## src/design/ps2mf_pkg.sv

```systemverilog
// Shared types, codes and byte constants for the two-port mux framer.
// No dependencies; every design file imports this package.
`timescale 1ns / 1ps

package ps2mf_pkg;

  localparam logic [7:0] SEL_KBD    = 8'hA0;
  localparam logic [7:0] SEL_MOUSE  = 8'hA1;
  localparam logic [7:0] ESC_BYTE   = 8'h7D;
  localparam logic [7:0] SYNC_BYTE  = 8'h7E;
  localparam logic [7:0] SESS_START = 8'h55;
  localparam logic [7:0] SESS_END   = 8'h56;

  localparam logic [1:0] CMD_RX   = 2'd0;
  localparam logic [1:0] CMD_TX   = 2'd1;
  localparam logic [1:0] CMD_SESS = 2'd2;

  localparam logic [1:0] DEST_KBD   = 2'd0;
  localparam logic [1:0] DEST_MOUSE = 2'd1;
  localparam logic [1:0] DEST_LINK  = 2'd2;

  localparam int QUEUE_DEPTH_DEF = 2;

  // One classified request: up to three result bytes to one destination.
  typedef struct packed {
    logic [1:0] cnt;
    logic [1:0] dest;
    logic [7:0] flags;
    logic [7:0] b0;
    logic [7:0] b1;
    logic [7:0] b2;
  } job_t;

  function automatic logic is_control(input logic [7:0] b);
    return (b == SEL_KBD) || (b == SEL_MOUSE) || (b == ESC_BYTE) ||
           (b == SYNC_BYTE) || (b == SESS_START) || (b == SESS_END);
  endfunction

endpackage

```

## src/design/ps2mf_front.sv

```systemverilog
// Front end: accepts requests, keeps link state and classifies each request
// into a job of up to three result bytes. Depends on ps2mf_pkg.
`timescale 1ns / 1ps

module ps2mf_front (
  input  logic              clk,
  input  logic              rst_n,
  input  logic              cfg_we,
  input  logic [1:0]        cfg_wdata,
  input  logic              accept,
  input  logic [1:0]        cmd,
  input  logic [7:0]        data_byte,
  input  logic              target_port,
  input  logic [7:0]        line_flags,
  output logic              push,
  output ps2mf_pkg::job_t   job
);
  import ps2mf_pkg::*;

  logic [1:0] mask_r;
  logic       esc_r, esc_nxt;
  logic       in_port_r, in_port_nxt;
  logic       out_port_r, out_port_nxt;
  logic       open_in;
  logic       sel_need, esc_need;
  logic [7:0] sel_byte;

  assign open_in  = mask_r[in_port_r];
  assign sel_need = out_port_r != target_port;
  assign esc_need = is_control(data_byte);
  assign sel_byte = target_port ? SEL_MOUSE : SEL_KBD;

  always_comb begin
    esc_nxt      = esc_r;
    in_port_nxt  = in_port_r;
    out_port_nxt = out_port_r;
    job          = '0;
    case (cmd)
      CMD_RX: begin
        job.dest  = {1'b0, in_port_r};
        job.flags = line_flags;
        job.b0    = data_byte;
        if (esc_r) begin
          esc_nxt = 1'b0;
          job.cnt = open_in ? 2'd1 : 2'd0;
        end else if (data_byte == ESC_BYTE) begin
          esc_nxt = 1'b1;
        end else if (data_byte == SYNC_BYTE) begin
          in_port_nxt = out_port_r;
        end else if (data_byte == SEL_KBD) begin
          in_port_nxt = 1'b0;
        end else if (data_byte == SEL_MOUSE) begin
          in_port_nxt = 1'b1;
        end else if (data_byte == SESS_START || data_byte == SESS_END) begin
          job.cnt = 2'd0;
        end else begin
          job.cnt = open_in ? 2'd1 : 2'd0;
        end
      end
      CMD_TX: begin
        job.dest     = DEST_LINK;
        out_port_nxt = target_port;
        if (sel_need && esc_need) begin
          job.cnt = 2'd3;
          job.b0  = sel_byte;
          job.b1  = ESC_BYTE;
          job.b2  = data_byte;
        end else if (sel_need || esc_need) begin
          job.cnt = 2'd2;
          job.b0  = sel_need ? sel_byte : ESC_BYTE;
          job.b1  = data_byte;
        end else begin
          job.cnt = 2'd1;
          job.b0  = data_byte;
        end
      end
      CMD_SESS: begin
        job.dest     = DEST_LINK;
        job.cnt      = 2'd3;
        job.b0       = SESS_END;
        job.b1       = SESS_START;
        job.b2       = SEL_KBD;
        out_port_nxt = 1'b0;
      end
      default: begin
        job = '0;
      end
    endcase
  end

  assign push = accept && (job.cnt != 2'd0);

  always_ff @(posedge clk) begin
    if (!rst_n) begin
      mask_r     <= '0;
      esc_r      <= 1'b0;
      in_port_r  <= 1'b0;
      out_port_r <= 1'b0;
    end else begin
      if (cfg_we) begin
        mask_r <= cfg_wdata;
      end
      if (accept) begin
        esc_r      <= esc_nxt;
        in_port_r  <= in_port_nxt;
        out_port_r <= out_port_nxt;
      end
    end
  end

endmodule

```

## src/design/ps2mf_queue.sv

```systemverilog
// Short job queue between the front end and the back end.
// Depends on ps2mf_pkg for the job type; Depth must be at least 2.
`timescale 1ns / 1ps

module ps2mf_queue #(
  parameter int Depth = ps2mf_pkg::QUEUE_DEPTH_DEF
) (
  input  logic              clk,
  input  logic              rst_n,
  input  logic              push,
  input  ps2mf_pkg::job_t   push_job,
  output logic              full,
  input  logic              pop,
  output logic              head_valid,
  output ps2mf_pkg::job_t   head_job
);
  import ps2mf_pkg::*;

  localparam int PtrW = $clog2(Depth);
  localparam int CntW = $clog2(Depth + 1);
  localparam logic [PtrW-1:0] LastPtr = PtrW'(Depth - 1);
  localparam logic [CntW-1:0] FullCnt = CntW'(Depth);

  job_t            mem_r [Depth];
  logic [PtrW-1:0] wr_ptr_r, rd_ptr_r;
  logic [CntW-1:0] count_r;
  logic            do_pop;

  assign full       = count_r == FullCnt;
  assign head_valid = count_r != '0;
  assign head_job   = mem_r[rd_ptr_r];
  assign do_pop     = pop && head_valid;

  always_ff @(posedge clk) begin
    if (push) begin
      mem_r[wr_ptr_r] <= push_job;
    end
  end

  always_ff @(posedge clk) begin
    if (!rst_n) begin
      wr_ptr_r <= '0;
      rd_ptr_r <= '0;
      count_r  <= '0;
    end else begin
      if (push) begin
        wr_ptr_r <= (wr_ptr_r == LastPtr) ? '0 : wr_ptr_r + 1'b1;
      end
      if (do_pop) begin
        rd_ptr_r <= (rd_ptr_r == LastPtr) ? '0 : rd_ptr_r + 1'b1;
      end
      if (push && !do_pop) begin
        count_r <= count_r + 1'b1;
      end else if (do_pop && !push) begin
        count_r <= count_r - 1'b1;
      end
    end
  end

endmodule

```

## src/design/ps2mf_back.sv

```systemverilog
// Back end: expands one job at a time into result bytes, one per cycle while
// out_tready does not stall them, through a registered output stage. Depends on ps2mf_pkg.
`timescale 1ns / 1ps

module ps2mf_back (
  input  logic              clk,
  input  logic              rst_n,
  input  logic              head_valid,
  input  ps2mf_pkg::job_t   head_job,
  output logic              pop,
  output logic              out_tvalid,
  input  logic              out_tready,
  output logic [15:0]       out_tdata,
  output logic [1:0]        out_tuser,
  output logic              out_tlast
);
  import ps2mf_pkg::*;

  job_t       cur_r;
  logic       cur_valid_r;
  logic [1:0] idx_r;
  logic       out_valid_r;
  logic [7:0] out_byte_r, out_flags_r;
  logic [1:0] out_dest_r;
  logic       out_last_r;
  logic       out_free, emit, is_last;
  logic [7:0] sel_byte;

  assign out_free = !out_valid_r || out_tready;
  assign emit     = cur_valid_r && out_free;
  assign is_last  = idx_r == (cur_r.cnt - 2'd1);
  assign pop      = head_valid && (!cur_valid_r || (emit && is_last));

  always_comb begin
    case (idx_r)
      2'd0:    sel_byte = cur_r.b0;
      2'd1:    sel_byte = cur_r.b1;
      default: sel_byte = cur_r.b2;
    endcase
  end

  always_ff @(posedge clk) begin
    if (pop) begin
      cur_r <= head_job;
    end
    if (emit) begin
      out_byte_r  <= sel_byte;
      out_flags_r <= cur_r.flags;
      out_dest_r  <= cur_r.dest;
      out_last_r  <= is_last;
    end
  end

  always_ff @(posedge clk) begin
    if (!rst_n) begin
      cur_valid_r <= 1'b0;
      idx_r       <= '0;
      out_valid_r <= 1'b0;
    end else begin
      if (pop) begin
        cur_valid_r <= 1'b1;
        idx_r       <= '0;
      end else if (emit) begin
        cur_valid_r <= !is_last;
        idx_r       <= idx_r + 2'd1;
      end
      if (emit) begin
        out_valid_r <= 1'b1;
      end else if (out_tready) begin
        out_valid_r <= 1'b0;
      end
    end
  end

  assign out_tvalid = out_valid_r;
  assign out_tdata  = {out_flags_r, out_byte_r};
  assign out_tuser  = out_dest_r;
  assign out_tlast  = out_last_r;

endmodule

```

## src/design/ps2_two_port_mux_framer.sv

```systemverilog
// Top level of the two-port mux framer: front end, job queue, back end.
// Depends on ps2mf_pkg, ps2mf_front, ps2mf_queue and ps2mf_back.
//
//   channel  dir  tdata (low bit up)                         tuser       tlast
//   in_      in   data_byte[7:0] target_port[8] flags[16:9]  cmd[1:0]    -
//   out_     out  out_byte[7:0] out_flags[15:8]              dest[1:0]   last
//   cfg_     in   cfg_wdata = port_open_mask[1:0], written when cfg_we
//
// Requests are taken while the job queue has room; results leave one per
// cycle while out_tready does not stall them, one to three per request or none.
// A request passes through the job queue, the current-job register of the
// back end and the output register before its first result shows.
// Synchronous active-low reset clears link state, the queue and the output.
// in_tready drops only while the job queue is full.
`timescale 1ns / 1ps

module ps2_two_port_mux_framer #(
  parameter int QUEUE_DEPTH = ps2mf_pkg::QUEUE_DEPTH_DEF
) (
  input  logic        clk,
  input  logic        rst_n,
  input  logic        cfg_we,
  input  logic [1:0]  cfg_wdata,   // port_open_mask
  input  logic        in_tvalid,
  output logic        in_tready,
  input  logic [23:0] in_tdata,    // data_byte, target_port, line_flags, pad
  input  logic [1:0]  in_tuser,    // cmd
  output logic        out_tvalid,
  input  logic        out_tready,
  output logic [15:0] out_tdata,   // out_byte, out_flags
  output logic [1:0]  out_tuser,   // destination
  output logic        out_tlast
);
  import ps2mf_pkg::*;

  logic  accept, push, full, pop, head_valid;
  job_t  job, head_job;

  assign in_tready = !full;
  assign accept    = in_tvalid && in_tready;

  ps2mf_front u_front (
    .clk         (clk),
    .rst_n       (rst_n),
    .cfg_we      (cfg_we),
    .cfg_wdata   (cfg_wdata),
    .accept      (accept),
    .cmd         (in_tuser),
    .data_byte   (in_tdata[7:0]),
    .target_port (in_tdata[8]),
    .line_flags  (in_tdata[16:9]),
    .push        (push),
    .job         (job)
  );

  ps2mf_queue #(
    .Depth (QUEUE_DEPTH)
  ) u_queue (
    .clk        (clk),
    .rst_n      (rst_n),
    .push       (push),
    .push_job   (job),
    .full       (full),
    .pop        (pop),
    .head_valid (head_valid),
    .head_job   (head_job)
  );

  ps2mf_back u_back (
    .clk        (clk),
    .rst_n      (rst_n),
    .head_valid (head_valid),
    .head_job   (head_job),
    .pop        (pop),
    .out_tvalid (out_tvalid),
    .out_tready (out_tready),
    .out_tdata  (out_tdata),
    .out_tuser  (out_tuser),
    .out_tlast  (out_tlast)
  );

endmodule

```

## config.mk

```make
export PLATFORM = sky130hd
export DESIGN_NAME = ps2_two_port_mux_framer
export DESIGN_NICKNAME = d
export VERILOG_FILES = /design/src/design/ps2mf_pkg.sv /design/src/design/ps2mf_front.sv /design/src/design/ps2mf_queue.sv /design/src/design/ps2mf_back.sv /design/src/design/ps2_two_port_mux_framer.sv
export SDC_FILE = /design/constraint.sdc
export NUM_CORES = 1
export LEC_CHECK = 0
export BUFFER_PORTS_ARGS = -buffer_cell sky130_fd_sc_hd__buf_2
export CAP_MARGIN = 10
export CORE_UTILIZATION = 40
export DETAILED_ROUTE_END_ITERATION = 7
export MAX_ROUTING_LAYER = met4
export SYNTH_ARGS = -nofsm -noshare
export SYNTH_HDL_FRONTEND = slang
export SYNTH_SLANG_ARGS = --single-unit
```

## constraint.sdc

```tcl
create_clock -name clk -period 10.8 [get_ports clk]
set_clock_uncertainty 0.15 [all_clocks]
set_input_delay 0.54 -clock clk [delete_from_list [all_inputs] [get_ports clk]]
set_output_delay 0.54 -clock clk [all_outputs]
set_load 0.02 [all_outputs]
```

==> results of run 1 <==
[through the flow]
step / setup WS, ns / instances
2_1_floorplan: 6.46 / 379
3_3_place_gp: 7.23 / 592
3_5_place_dp: 7.20 / 592
4_1_cts: 7.62 / 624
5_1_grt: 7.29 / 624
6_report: 7.59 / 624
[Yosys cell counts]
cell | n | area [sq um]
sky130_fd_sc_hd__nor4b_2 | 1 | 15.0
sky130_fd_sc_hd__nor3b_1 | 3 | 22.5
sky130_fd_sc_hd__xor2_1 | 2 | 17.5
sky130_fd_sc_hd__nand2b_1 | 7 | 43.8
sky130_fd_sc_hd__or2b_2 | 1 | 8.76
sky130_fd_sc_hd__edfxtp_1 | 127 | 3810
sky130_fd_sc_hd__a31oi_1 | 2 | 12.5
sky130_fd_sc_hd__inv_1 | 16 | 60.1
sky130_fd_sc_hd__and2_1 | 15 | 93.8
sky130_fd_sc_hd__a22oi_1 | 9 | 67.6
sky130_fd_sc_hd__a21boi_0 | 3 | 22.5
sky130_fd_sc_hd__o21ai_0 | 6 | 30.0
sky130_fd_sc_hd__nor2b_1 | 6 | 37.5
sky130_fd_sc_hd__and2_2 | 1 | 7.51
sky130_fd_sc_hd__nand4b_1 | 1 | 8.76
sky130_fd_sc_hd__or2_1 | 1 | 6.26
sky130_fd_sc_hd__a21oi_1 | 17 | 85.1
sky130_fd_sc_hd__xnor2_1 | 4 | 35.0
sky130_fd_sc_hd__or4_1 | 1 | 7.51
sky130_fd_sc_hd__nor3_1 | 1 | 5.00
sky130_fd_sc_hd__clkbuf_1 | 14 | 52.6
sky130_fd_sc_hd__o31a_1 | 1 | 8.76
sky130_fd_sc_hd__nor4_1 | 2 | 12.5
sky130_fd_sc_hd__and3_1 | 5 | 31.3
sky130_fd_sc_hd__mux2_2 | 37 | 417
sky130_fd_sc_hd__buf_1 | 1 | 3.75
sky130_fd_sc_hd__a2111oi_2 | 1 | 15.0
sky130_fd_sc_hd__o22a_2 | 1 | 10.0
sky130_fd_sc_hd__nand3_1 | 4 | 20.0
sky130_fd_sc_hd__a32oi_2 | 1 | 16.3
sky130_fd_sc_hd__nand2_1 | 28 | 105
sky130_fd_sc_hd__o21bai_1 | 1 | 7.51
sky130_fd_sc_hd__dfxtp_1 | 13 | 260
sky130_fd_sc_hd__nand3b_1 | 1 | 7.51
sky130_fd_sc_hd__a211oi_1 | 1 | 7.51
sky130_fd_sc_hd__and4bb_2 | 1 | 12.5
sky130_fd_sc_hd__or3_1 | 1 | 6.26
sky130_fd_sc_hd__buf_4 | 2 | 15.0
sky130_fd_sc_hd__o21a_1 | 2 | 15.0
sky130_fd_sc_hd__o211ai_1 | 1 | 7.51
sky130_fd_sc_hd__o22a_1 | 1 | 8.76
sky130_fd_sc_hd__ha_1 | 10 | 125
sky130_fd_sc_hd__nor2_1 | 14 | 52.6
sky130_fd_sc_hd__a21o_1 | 6 | 45.0
sky130_fd_sc_hd__mux2i_1 | 6 | 60.1
[flip-flops by register name (all words and copies together) (netlist names), 2 cells and up]
| signal | flops |
|---|---|
| u_back.out_tuser | 2 |
| u_back.out_flags_r | 8 |
| u_queue.count_r | 2 |
| u_back.out_byte_r | 8 |
| u_front.mask_r | 2 |
| u_back.idx_r | 2 |
| u_queue.mem_r | 72 |
| u_back.cur_r | 36 |
[worst max-delay path: stages]
cell and delay, ns:
sky130_fd_sc_hd__buf_2 0.14, sky130_fd_sc_hd__nand4b_1 0.19, sky130_fd_sc_hd__nor3_1 0.44, sky130_fd_sc_hd__nor2_1 0.14
sky130_fd_sc_hd__ha_1 0.31, sky130_fd_sc_hd__nor3b_1 0.24, sky130_fd_sc_hd__a21oi_1 0.10, sky130_fd_sc_hd__a21oi_1 0.21
sky130_fd_sc_hd__a32oi_2 0.19, sky130_fd_sc_hd__nor2b_2 0.14, sky130_fd_sc_hd__buf_4 0.44
[logic make-up (layout without fill, tap and decap cells)]
group | after synthesis | after routing | synth area share, %
adder cells (fa/ha/maj) | 10 | 10 | 2.19
AO/OA/AOI/OAI | 53 | 53 | 6.27
XOR/XNOR | 6 | 6 | 0.918
flip-flops | 140 | 140 | 71.2
multiplexers | 43 | 43 | 8.33
AND/OR/NAND/NOR | 94 | 94 | 8.81
buffers and inverters | 33 | 98 | 2.30
[path summary, 6_finish.rpt]
kind                            slack (ns)                from                    end
worst max-delay path                  7.59         in_tdata[7]    u_queue.mem_r[1][6]
worst min-delay path                  0.22        cfg_wdata[0]      u_front.mask_r[0]
worst max register to register        7.74  u_front.out_port_r     u_queue.count_r[1]
worst min register to register        0.27    u_back.cur_r[29]  u_back.out_flags_r[5]
[final cells by class]
cell class | instances | area share (%)
Clock inverter | 14 | 3.52
Timing Repair Buffer | 50 | 3.81
Clock buffer | 18 | 6.29
Tap cell | 180 | 3.30
Inverter | 16 | 0.880
Multi-Input combinational cell | 206 | 22.5
Sequential cell | 140 | 59.7
[power by group]
group | internal (W) | total, W | switching [W] | leakage, nW
Clock | 0.000434 | 0.000655 | 0.000222 | 0.321
Combinational | 0.000114 | 0.000310 | 0.000196 | 0.920
Sequential | 0.000761 | 0.000805 | 0.0000437 | 1.30
[layer usage]
| metal | up-vias | wire length (um) | GRT usage, % |
|---|---|---|---|
| met5 | - | 0 | - |
| met3 | 15 | 570 | 4.96 |
| li1 | 1510 | - | - |
| met1 | 1563 | 4440 | 19.7 |
| met2 | 83 | 5180 | 24.5 |
| met4 | 0 | 193 | 7.41 |
==> impl_results.rst, run 1 <==
.. list-table::
   :header-rows: 1

   * - Metric
     - Value
   * - Least-Margin Pin Slew
     - slightly above 1 ns
   * - Overall power of the completed layout
     - between 0.0015 and 0.002 W
   * - Gpl congestion
     - around 0.8
   * - Source-to-sink clock delay at the later pin of the worst-skew pair
     - ~0.43 ns
   * - Final Hold Vio Count
     - 0
   * - Overall fraction of global-route tracks in use
     - roughly 16%
   * - Number of DRC violations after detailed routing
     - 0
   * - Average via count per standard cell
     - roughly 5.1
   * - Root buffer cell
     - sky130_fd_sc_hd__clkbuf_16
   * - Summed negative setup slack over all endpoints
     - 0 ns
   * - Arrival time of the worst setup path
     - 3.12 ns
   * - Antenna Diode Count
     - 0
   * - Worst hold slack across all endpoints
     - 0.219 ns
   * - Post-CTS Setup Bufs
     - 0
   * - Cell area after technology mapping
     - ~0.0057 sq mm
   * - Leading cell type in the layout, fill and taps excluded
     - sky130_fd_sc_hd__edfxtp_1
   * - Cell Area, Placed
     - ~0.006 sq mm
   * - Share of the clock period used by the worst path
     - between 20 and 30%
   * - Reg area
     - roughly 0.0041 sq mm
   * - Total I/O pin count
     - 54
   * - HPWL reported at the end of detailed placement
     - ~6400 um
   * - Core footprint
     - approximately 0.014 sq mm
   * - Multi-input gate area
     - ~0.0015 sq mm
   * - Path class of the lowest-slack min-delay path
     - input port to flop
   * - Remaining max-slew budget at the tightest pin
     - between 30% and 40%
   * - Max Buffers Root-to-Sink
     - 2
   * - Worst R2R Path Depth
     - 11
   * - Req. time, crit path
     - approximately 11 ns
   * - Initial antenna violation count
     - 0
   * - Setup crit start kind
     - input port
   * - Row count
     - 43
   * - Maximum number of pins on one net before global-route repair
     - 40
   * - Router iterations before antenna repair
     - 4
   * - Wire per inst
     - about 17 um
   * - Worst supply voltage drop on vdd
     - roughly 120 uV
   * - Vias in the first global route
     - 3,216
   * - CTS clk-pin slew, worst paths
     - 0.06 ns
   * - TritonCTS clock tree
     - yes
   * - Proportion of synthesized chip area in sequential cells
     - 71.2%
   * - Gate count of the mapped netlist
     - approximately 380
   * - Area added between synthesis and finish
     - 19.2%
   * - Wire length of the first global-routing pass
     - ~17,000 um
   * - Total of flip-flops plus latches after synthesis
     - between 100 and 150
   * - Lkg Pwr
     - roughly 2.5 nW
   * - Number of buffers added to fix hold violations after cts
     - 0
   * - Syn Nets
     - 422
   * - Die area
     - 0.0148 sq mm
   * - Proportion of layout cells with a drive suffix above 1
     - around 29%
   * - Number of nets in the layout
     - approximately 470
   * - Grt total ovfl
     - 0
   * - Number of clock sinks
     - 140
   * - Final antenna-violating net count
     - 0
   * - Capturing element type of the critical path
     - flop
   * - Final critical path time including I/O delays and setup
     - roughly 3.2 ns
   * - Total of endpoints with negative setup slack in the final report
     - 0
   * - Post-cts repair resize count
     - 0
   * - Power density over the cells
     - about 260 mW/mm^2
   * - Kind of critical path
     - input port to flop
   * - Highest fanout seen on the critical path
     - 36
   * - Leading cell types in the layout, fill and taps excluded
     - 127 x sky130_fd_sc_hd__edfxtp_1, 46 x sky130_fd_sc_hd__buf_2, 37 x sky130_fd_sc_hd__mux2_2, 28 x sky130_fd_sc_hd__nand2_1, 17 x sky130_fd_sc_hd__clkbuf_16
   * - Horiz. Die Dim
     - ~120 um
   * - Number of H-tree levels
     - 4
   * - Result of the run
     - finished clean
   * - Maximum frequency from static timing analysis
     - 0.311 GHz
   * - Setup repair after global routing missed its margin
     - no
   * - Layout Utilization
     - around 49%
   * - Pins Over Slew Limit
     - 0
   * - Die Y
     - around 120 um
   * - Yosys cell types
     - 45
   * - Post-synthesis average cell area
     - 15.1 sq um
   * - Total CTS buffers
     - 17
   * - Starting DRC count in detailed routing
     - roughly 250
   * - Effective utilization at floorplan
     - about two fifths
   * - IO Port Bufs
     - 46
   * - Max_cap viols
     - 0
   * - Total vias in the final route
     - approximately 3,200
   * - Fill count
     - 1,185
   * - WHS Path Cells
     - 3
   * - Warnings, synthesis
     - 0
   * - Finished layout cell area
     - approximately 0.0068 sq mm
   * - Aggregate routed wire length
     - a little over 10,000 um
No activity file was read; power rests on OpenSTA's default activity.
==> run 2: changes to the inputs <==
==> constraint.sdc (replaced) <==
create_clock -name clk -period 3.35 [get_ports clk]
set_clock_uncertainty 0.15 [all_clocks]
set_input_delay 0.1675 -clock clk [delete_from_list [all_inputs] [get_ports clk]]
set_output_delay 0.1675 -clock clk [all_outputs]
set_load 0.02 [all_outputs]
==> run 2 against run 1 <==
Effect of this change:
- wire length shrank 1.6%
- die area stayed put
- core utilization increased by 1.4 points
- total power grew to 3.1 times the previous value
- largest power group unchanged
- global-route usage shrank 0.46 points
- via count grew 1.5%
- worst setup slack got worse by 7.4 ns
- cell count increased by 3.7%
- hold slack lost 0.18 ns
- combinational power rose to 3.4 times the previous value
- highest routed layer unchanged
==> impl_results.rst, run 2 (same netlist as run 1, synthesis figures left out) <==
.. list-table::
   :header-rows: 1

   * - Metric
     - Value
   * - Result of the run
     - finished clean
   * - Fill count
     - 1,170 (-1.3%)
   * - Number of DRC violations after detailed routing
     - 0 (unchanged)
   * - Number of buffers and inverters on the critical path
     - 3 (+1)
   * - Row count
     - 43 (unchanged)
   * - Reg area
     - 0.00407 sq mm (unchanged)
   * - Vias in the first global route
     - 3,236 (+0.62%)
   * - Arrival time of the worst setup path
     - 3.34 ns (+0.22 ns)
   * - Lkg Pwr
     - 2.61 nW (+2.8%)
   * - Max Buffers Root-to-Sink
     - 2 (unchanged)
   * - Initial antenna violation count
     - 0 (unchanged)
   * - Cell breakdown of the critical path
     - dlygate4sd3_1, buf_2, nor4b_2, and4bb_2, nor2_1, ha_1, nor3b_1, a21oi_1, a21oi_1, a32oi_2, inv_1, ha_1, or3_1, a21boi_0
   * - Proportion of layout cells with a drive suffix above 1
     - 28.1% (-0.78 points)
   * - Number of clock sinks
     - 140 (unchanged)
   * - Pins Over Slew Limit
     - 0 (unchanged)
   * - Overall fraction of global-route tracks in use
     - 15.7% (-0.46 points)
   * - Die area
     - 0.0148 sq mm (unchanged)
   * - WHS Path Cells
     - 2 (-1)
   * - Destination of the worst register-to-register timing path
     - u_queue.count_r[1]
   * - Capturing element type of the critical path
     - flop
   * - Power density over the cells
     - 775 mW/mm^2 (+200%)
   * - Wire length of the first global-routing pass
     - 16,300 um (-2.6%)
   * - Setup crit start kind
     - input port
   * - Max reg flops
     - 72 (unchanged)
   * - Largest stage delay on the critical path
     - 0.53 ns (+0.09 ns)
   * - Setup slack of the most critical reg-to-reg path
     - 0.46 ns (-7.28 ns)
   * - HPWL reported at the end of detailed placement
     - 6140 um (-3.4%)
   * - Multi-input gate area
     - 0.00156 sq mm (+1.4%)
   * - Grt total ovfl
     - 0 (unchanged)
   * - Number of nets in the layout
     - 497 (+4.9%)
   * - Average via count per standard cell
     - 4.98 (-2.1%)
   * - Effective utilization at floorplan
     - 41.1% (unchanged)
   * - Worst hold start
     - in_tdata[5]
   * - Final critical path time including I/O delays and setup
     - 3.15 ns
   * - Kind of critical path
     - input port to flop
   * - Cell Area, Placed
     - 0.00622 sq mm (+1.0%)
   * - Worst R2R Start
     - u_front.out_port_r
   * - Count of non-filler cells in the finished layout
     - 647 (+3.7%)
   * - Most flops, register
     - u_queue.mem_r
   * - Worst supply voltage drop on vdd
     - 359 uV (+200%)
   * - Worst R2R Path Depth
     - 10 (-1)
   * - Aggregate routed wire length
     - 10,200 um (-1.6%)
   * - Post-CTS Setup Bufs
     - 0 (unchanged)
   * - TritonCTS clock tree
     - yes
   * - Horiz. Die Dim
     - 122 um (unchanged)
   * - Root buffer cell
     - sky130_fd_sc_hd__clkbuf_16
   * - Die Y
     - 122 um (unchanged)
   * - Worst Hold Path EP
     - u_queue.mem_r[0][5]
   * - Wire per inst
     - 15.8 um (-5.1%)
   * - Core footprint
     - 0.0139 sq mm (unchanged)
   * - Total of endpoints with negative setup slack in the final report
     - 0 (unchanged)
   * - Least-Margin Pin Slew
     - 0.856 ns (-0.151 ns)
   * - Maximum number of pins on one net before global-route repair
     - 40 (unchanged)
   * - Highest fanout seen on the critical path
     - 8 (-78%)
   * - Leading cell types in the layout, fill and taps excluded
     - 127 x sky130_fd_sc_hd__edfxtp_1, 46 x sky130_fd_sc_hd__buf_2, 37 x sky130_fd_sc_hd__mux2_2, 28 x sky130_fd_sc_hd__nand2_1, 21 x sky130_fd_sc_hd__dlygate4sd3_1
   * - Router iterations before antenna repair
     - 4 (unchanged)
   * - Source-to-sink clock delay at the later pin of the worst-skew pair
     - 0.42 ns (about the same)
   * - Maximum frequency from static timing analysis
     - ~0.32 GHz
   * - Total CTS buffers
     - 17 (unchanged)
   * - Total I/O pin count
     - 54 (unchanged)
   * - Req. time, crit path
     - 3.54 ns (-7.17 ns)
   * - Starting DRC count in detailed routing
     - 242 (-1.2%)
   * - Summed negative setup slack over all endpoints
     - 0 ns (unchanged)
   * - CTS clk-pin slew, worst paths
     - 0.06 ns (about the same)
   * - Leading cell type in the layout, fill and taps excluded
     - sky130_fd_sc_hd__edfxtp_1
   * - Finished layout cell area
     - 0.00701 sq mm (+2.8%)
   * - IO Port Bufs
     - 46 (unchanged)
   * - Path class of the lowest-slack min-delay path
     - input port to flop
   * - Max_cap viols
     - 0 (unchanged)
   * - Area added between synthesis and finish
     - 22.5%
   * - Remaining max-slew budget at the tightest pin
     - 42.9% (+10 points)
   * - Number of H-tree levels
     - 4 (unchanged)
   * - Final antenna-violating net count
     - 0 (unchanged)
   * - Share of the clock period used by the worst path
     - between 90% and 100%
   * - Top flop regs
     - u_queue.mem_r (72), u_back.cur_r (36)
   * - Antenna Diode Count
     - 0 (unchanged)
   * - Cell with the largest stage delay on the worst path
     - sky130_fd_sc_hd__dlygate4sd3_1
   * - Gpl congestion
     - 0.776 (-2.9%)
   * - Setup repair after global routing missed its margin
     - no
   * - Cell family with most CP delay
     - simple AND/OR/NAND/NOR gates
   * - Placed Cells incl. Taps
     - 594 (+0.34%)
   * - Final Hold Vio Count
     - 0 (unchanged)
   * - Total vias in the final route
     - 3,219 (+1.5%)
[run 2: area by class of cell]
cell class,count,share of cell area [%]
Sequential cell,140,58.1
Multi-Input combinational cell,206,22.2
Timing Repair Buffer,73,7.46
Tap cell,180,3.21
Clock buffer,17,6.07
Inverter,16,0.856
Clock inverter,15,2.14
[run 2: how the worst max path moves through the flow]
stage                            from                   to  cells after the start
after detailed placement  in_tdata[7]   u_queue.count_r[1]                     13
after CTS                 in_tdata[7]   u_queue.count_r[1]                     14
after global placement    in_tdata[7]  u_queue.mem_r[1][2]                     12
final                     in_tdata[2]   u_queue.count_r[1]                     14
after floorplan           in_tdata[0]  u_queue.mem_r[1][0]                     11
after global routing      in_tdata[2]   u_queue.count_r[1]                     14
[run 2: per-stage QoR]
step	setup WS (ns)	power, W	hold slack [ns]	util [%]
floorplan	0.0466	0.00329	0.167	-
global placement	0.362	0.00363	0.250	44.6
detailed placement	0.233	0.00366	0.256	44.6
CTS	0.135	0.00549	0.0196	50.2
global route	0.00189	0.00568	0.0548	50.3
finish	0.204	0.00544	0.0429	50.3
[run 2: what timing repair did]
action,in CTS,in global routing
hold endpoints to repair,37,0
hold buffers,21,0
setup endpoints to repair,0,73
gates resized for setup,0,2
[run 2: worst reg2reg max path: cells and delay by family (launching register included)]
| family | cells | cell delay (ns) |
|---|---|---|
| adder cells (fa/ha/maj) | 3 | 1.03 |
| AO/OA/AOI/OAI | 4 | 0.80 |
| AND/OR/NAND/NOR | 2 | 0.45 |
| flip-flops | 1 | 0.33 |
| buffers and inverters | 1 | 0.07 |
[run 2: routing by layer]
| layer | up-vias | wire length, um | GRT usage (%) |
|---|---|---|---|
| met3 | 13 | 368 | 4.07 |
| li1 | 1558 | - | - |
| met1 | 1581 | 4630 | 18.5 |
| met5 | - | 0 | - |
| met4 | 0 | 176 | 7.41 |
| met2 | 67 | 5030 | 25.0 |
[run 2: power by group]
group	leakage, nW	switching [W]	internal (W)
clock network	0.276	0.000718	0.00109
logic	1.04	0.000643	0.000407
registers	1.30	0.000127	0.00245
==> run 3: changes to the inputs <==
--- a/config.mk
+++ b/config.mk
@@ -5,6 +5,7 @@
 export SDC_FILE = /design/constraint.sdc
 export NUM_CORES = 1
 export LEC_CHECK = 0
+export ABC_AREA = 1
 export BUFFER_PORTS_ARGS = -buffer_cell sky130_fd_sc_hd__buf_2
 export CAP_MARGIN = 10
 export CORE_UTILIZATION = 40
==> run 3 against run 2 <==
Effect of this change:
- design area is 2.2% lower
- highest routed layer unchanged
- flip-flop and latch count is the same
- core utilization is 0.94 points lower
- first-iteration DRC count fell by 9.5%
- critical path type unchanged
- largest power group unchanged
- clock power shrank 8%
==> impl_results.rst, run 3 <==
.. list-table::
   :header-rows: 1

   * - Metric
     - Value
   * - Number of clock sinks
     - 140 (unchanged)
   * - Number of H-tree levels
     - 4 (unchanged)
   * - Leading cell type in the layout, fill and taps excluded
     - sky130_fd_sc_hd__nand2_1
   * - Max reg flops
     - 72 (unchanged)
   * - NetSw
     - 0.00160 W (+7.8%)
   * - Least-Margin Pin Slew
     - 0.643 ns (-0.213 ns)
   * - CTS clk-pin slew, worst paths
     - 0.05 ns (about the same)
   * - Comb pwr share
     - 21.7% (+2.4 points)
   * - Router iterations before antenna repair
     - 4 (unchanged)
   * - Max_cap viols
     - 0 (unchanged)
   * - Capturing element type of the critical path
     - flop
   * - Minimum setup slack in the final design
     - 0.338 ns (+0.134 ns)
   * - Most flops, register
     - u_queue.mem_r
   * - Wire length of the first global-routing pass
     - 17,000 um (+4.1%)
   * - Final antenna-violating net count
     - 0 (unchanged)
   * - Largest stage delay on the critical path
     - 0.51 ns (-0.02 ns)
   * - Root buffer cell
     - sky130_fd_sc_hd__clkbuf_16
   * - TritonCTS clock tree
     - yes
   * - Top flop regs
     - u_queue.mem_r (72), u_back.cur_r (36)
   * - IO Port Bufs
     - 46 (unchanged)
   * - Source-to-sink clock delay at the later pin of the worst-skew pair
     - 0.42 ns (about the same)
   * - Number of DRC violations after detailed routing
     - 0 (unchanged)
   * - Result of the run
     - finished clean
   * - Setup slack of the most critical reg-to-reg path
     - 0.44 ns (-0.02 ns)
   * - Commonest register cell after synthesis
     - sky130_fd_sc_hd__edfxtp_1
   * - Path class of the lowest-slack min-delay path
     - input port to flop
   * - Startpoint of the worst setup timing path
     - in_tdata[8]
   * - Final Hold Vio Count
     - 0 (unchanged)
   * - Vias in the first global route
     - 3,446 (+6.5%)
   * - Summed negative setup slack over all endpoints
     - 0 ns (unchanged)
   * - Total I/O pin count
     - 54 (unchanged)
   * - Maximum number of pins on one net before global-route repair
     - 37 (-7.5%)
   * - Total vias in the final route
     - 3,543 (+10%)
   * - Area added between synthesis and finish
     - 20.6%
   * - Lkg Pwr
     - 2.79 nW (+6.8%)
   * - Kind of critical path
     - input port to flop
   * - Remaining max-slew budget at the tightest pin
     - 57.0% (+14 points)
   * - Proportion of synthesized chip area in sequential cells
     - 71.7% (+0.49 points)
   * - Cell Area, Placed
     - 0.00616 sq mm (-0.83%)
   * - Starting DRC count in detailed routing
     - 219 (-9.5%)
   * - Cell family with most CP delay
     - buffers and inverters
   * - Post-cts repair resize count
     - 0 (unchanged)
   * - Worst R2R Start
     - u_front.out_port_r
   * - Share of the synthesized area in the top cell type
     - 67.1% (+0.45 points)
   * - Grt total ovfl
     - 0 (unchanged)
   * - Destination of the worst register-to-register timing path
     - u_queue.count_r[1]
   * - Cell with the largest stage delay on the worst path
     - sky130_fd_sc_hd__dlygate4sd3_1
   * - Maximum frequency from static timing analysis
     - 0.332 GHz (+4.5%)
   * - Sequential Power Share
     - 48.0% (+0.6 points)
   * - Top cell type by total area after synthesis
     - sky130_fd_sc_hd__edfxtp_1
   * - Wire per inst
     - 13.9 um (-12%)
   * - Number of buffers and inverters on the critical path
     - 6 (+3)
   * - Arrival time of the worst setup path
     - 3.16 ns (-0.18 ns)
   * - Pins Over Slew Limit
     - 0 (unchanged)
   * - Yosys cell types
     - 28 (-38%)
   * - Warnings, synthesis
     - 0 (unchanged)
   * - Horiz. Die Dim
     - 121 um (-0.34%)
   * - Die area
     - 0.0147 sq mm (-0.67%)
   * - Synth area leaders
     - sky130_fd_sc_hd__edfxtp_1 67%, sky130_fd_sc_hd__nand2_1 11%, sky130_fd_sc_hd__dfxtp_1 4.6%
   * - Antenna Diode Count
     - 0 (unchanged)
   * - Proportion of total power due to net switching
     - 29.3% (+2.0 points)
   * - Setup crit start kind
     - input port
   * - Gpl congestion
     - 0.876 (+13%)
   * - Number of enable-type register cells in the synthesized netlist
     - 127 (unchanged)
   * - Total of endpoints with negative setup slack in the final report
     - 0 (unchanged)
   * - Most frequent cells after synthesis
     - 171 x sky130_fd_sc_hd__nand2_1, 127 x sky130_fd_sc_hd__edfxtp_1, 42 x sky130_fd_sc_hd__inv_1
   * - Gate count of the mapped netlist
     - 492 (+30%)
   * - End point of the critical path
     - u_queue.count_r[1]
   * - Effective utilization at floorplan
     - 41.0% (-0.12 points)
   * - HPWL reported at the end of detailed placement
     - 6770 um (+10%)
   * - Req. time, crit path
     - 3.50 ns (-0.04 ns)
   * - Overall fraction of global-route tracks in use
     - 16.2% (+0.58 points)
   * - Cell breakdown of the critical path
     - dlygate4sd3_1, buf_2, inv_1, ha_1, ha_1, inv_1, nand2_1, o21ai_0, inv_1, nand2_2, nand2_1, inv_1, ha_1, a21oi_1, o21ai_0, o21ai_0, a21oi_1
   * - Syn Nets
     - 535 (+27%)
   * - Most used cell along the critical path
     - sky130_fd_sc_hd__inv_1
   * - Place WS
     - 0.323 ns (+0.0901 ns)
   * - Async set-or-reset flop fraction in the synthesized netlist
     - 0% (unchanged)
   * - Aggregate routed wire length
     - 10,600 um (+3.8%)
   * - Share of the clock period used by the worst path
     - 89.9% (-4.0 points)
   * - Highest fanout seen on the critical path
     - 7 (-1)
   * - Finished layout cell area
     - 0.00686 sq mm (-2.2%)
   * - Initial antenna violation count
     - 0 (unchanged)
   * - Final critical path time including I/O delays and setup
     - 3.01 ns (-0.134 ns)
   * - Max Buffers Root-to-Sink
     - 2 (unchanged)
   * - Logic depth of the worst path, buffers included
     - 17 (+3)
   * - Setup repair after global routing missed its margin
     - no
   * - Total of flip-flops plus latches after synthesis
     - 140 (unchanged)
   * - Power density over the cells
     - 798 mW/mm^2 (+2.9%)
   * - Die Y
     - 121 um (-0.34%)
   * - Row count
     - 43 (unchanged)
   * - Leading cell types in the layout, fill and taps excluded
     - 171 x sky130_fd_sc_hd__nand2_1, 127 x sky130_fd_sc_hd__edfxtp_1, 46 x sky130_fd_sc_hd__buf_2, 42 x sky130_fd_sc_hd__inv_1, 29 x sky130_fd_sc_hd__a21oi_1
   * - Placed Cells incl. Taps
     - 711 (+20%)
   * - Cell with the most instances after synthesis
     - sky130_fd_sc_hd__nand2_1
   * - Post-synthesis average cell area
     - 11.6 sq um (-23%)
   * - Count of non-filler cells in the finished layout
     - 760 (+17%)
   * - Core footprint
     - 0.0139 sq mm (-0.39%)
   * - Total CTS buffers
     - 17 (unchanged)
   * - Average via count per standard cell
     - 4.66 (-6.3%)
   * - Clock group share of total power
     - 30.3% (-3.0 points)
   * - Proportion of layout cells with a drive suffix above 1
     - 16.6% (-11 points)
   * - Cell area after technology mapping
     - 0.00568 sq mm (-0.68%)
   * - Worst R2R Path Depth
     - 14 (+4)
   * - P_int
     - 0.00386 W (-2.2%)
   * - Worst supply voltage drop on vdd
     - 350 uV (-2.7%)
   * - Number of nets in the layout
     - 610 (+23%)
==> run 3: final cells by class <==
type                       instances  area [sq um]
clock inverter                     9          72.6
multi-input combinational        292          1390
timing repair buffer              70           478
clock buffer                      23           448
sequential                       140          4070
fill                            1245          7030
tap                              180           225
inverter                          46           173
==> run 3: kinds of logic after synthesis <==
family,share of synthesized area (%)
buf+inv,4.01
fa+ha+maj,2.20
xor+xnor,0.154
flops,71.7
compound gates,6.56
simple gates,15.4
==> run 3: worst min path at each step <==
stage          depth (start not counted)                   to          from  slack (ns)
2_1_floorplan                          2     u_queue.wr_ptr_r         rst_n        0.14
3_3_place_gp                           3    u_front.mask_r[1]  cfg_wdata[1]        0.24
3_5_place_dp                           3    u_front.mask_r[1]  cfg_wdata[1]        0.25
4_1_cts                                5        u_front.esc_r   in_tdata[0]        0.01
5_1_grt                                3  u_queue.mem_r[1][3]   in_tdata[3]        0.05
6_report                               5        u_front.esc_r   in_tdata[0]        0.04
==> run 3: through the flow <==
step                      hold WS, ns  utilization (%)  total power (W)
after global placement          0.241             44.4          0.00382
after detailed placement        0.248             44.4          0.00385
after floorplan                 0.138                -          0.00344
after CTS                      0.0124             49.4          0.00553
after global routing           0.0481             49.4          0.00577
final                          0.0351             49.4          0.00547
==> run 3: power by group through the flow <==
stage	Clock, W	Combinational, W	Sequential (W)
2_1_floorplan	0	0.000684	0.00276
4_1_cts	0.00169	0.00121	0.00263
5_1_grt	0.00176	0.00134	0.00267
3_3_place_gp	0	0.00116	0.00265
6_report	0.00166	0.00119	0.00263
3_5_place_dp	0	0.00119	0.00267
==> run 3: worst min-delay path, stage by stage <==
cell	delay, ns
sky130_fd_sc_hd__buf_2	0.13
sky130_fd_sc_hd__nand2_2	0.08
sky130_fd_sc_hd__nor2_1	0.05
sky130_fd_sc_hd__nand3_1	0.08
sky130_fd_sc_hd__a21oi_1	0.06
==> run 3: metal layers <==
metal	share of wire, %	global-route usage [%]
met5	0	-
met2	48	24.9
met3	3.2	4.42
met4	2.1	7.87
met1	47	19.9
==> run 3: repair_timing <==
action	CTS	global route
hold endpoints to repair	27	0
hold buffers	17	0
buffers inserted	0	0
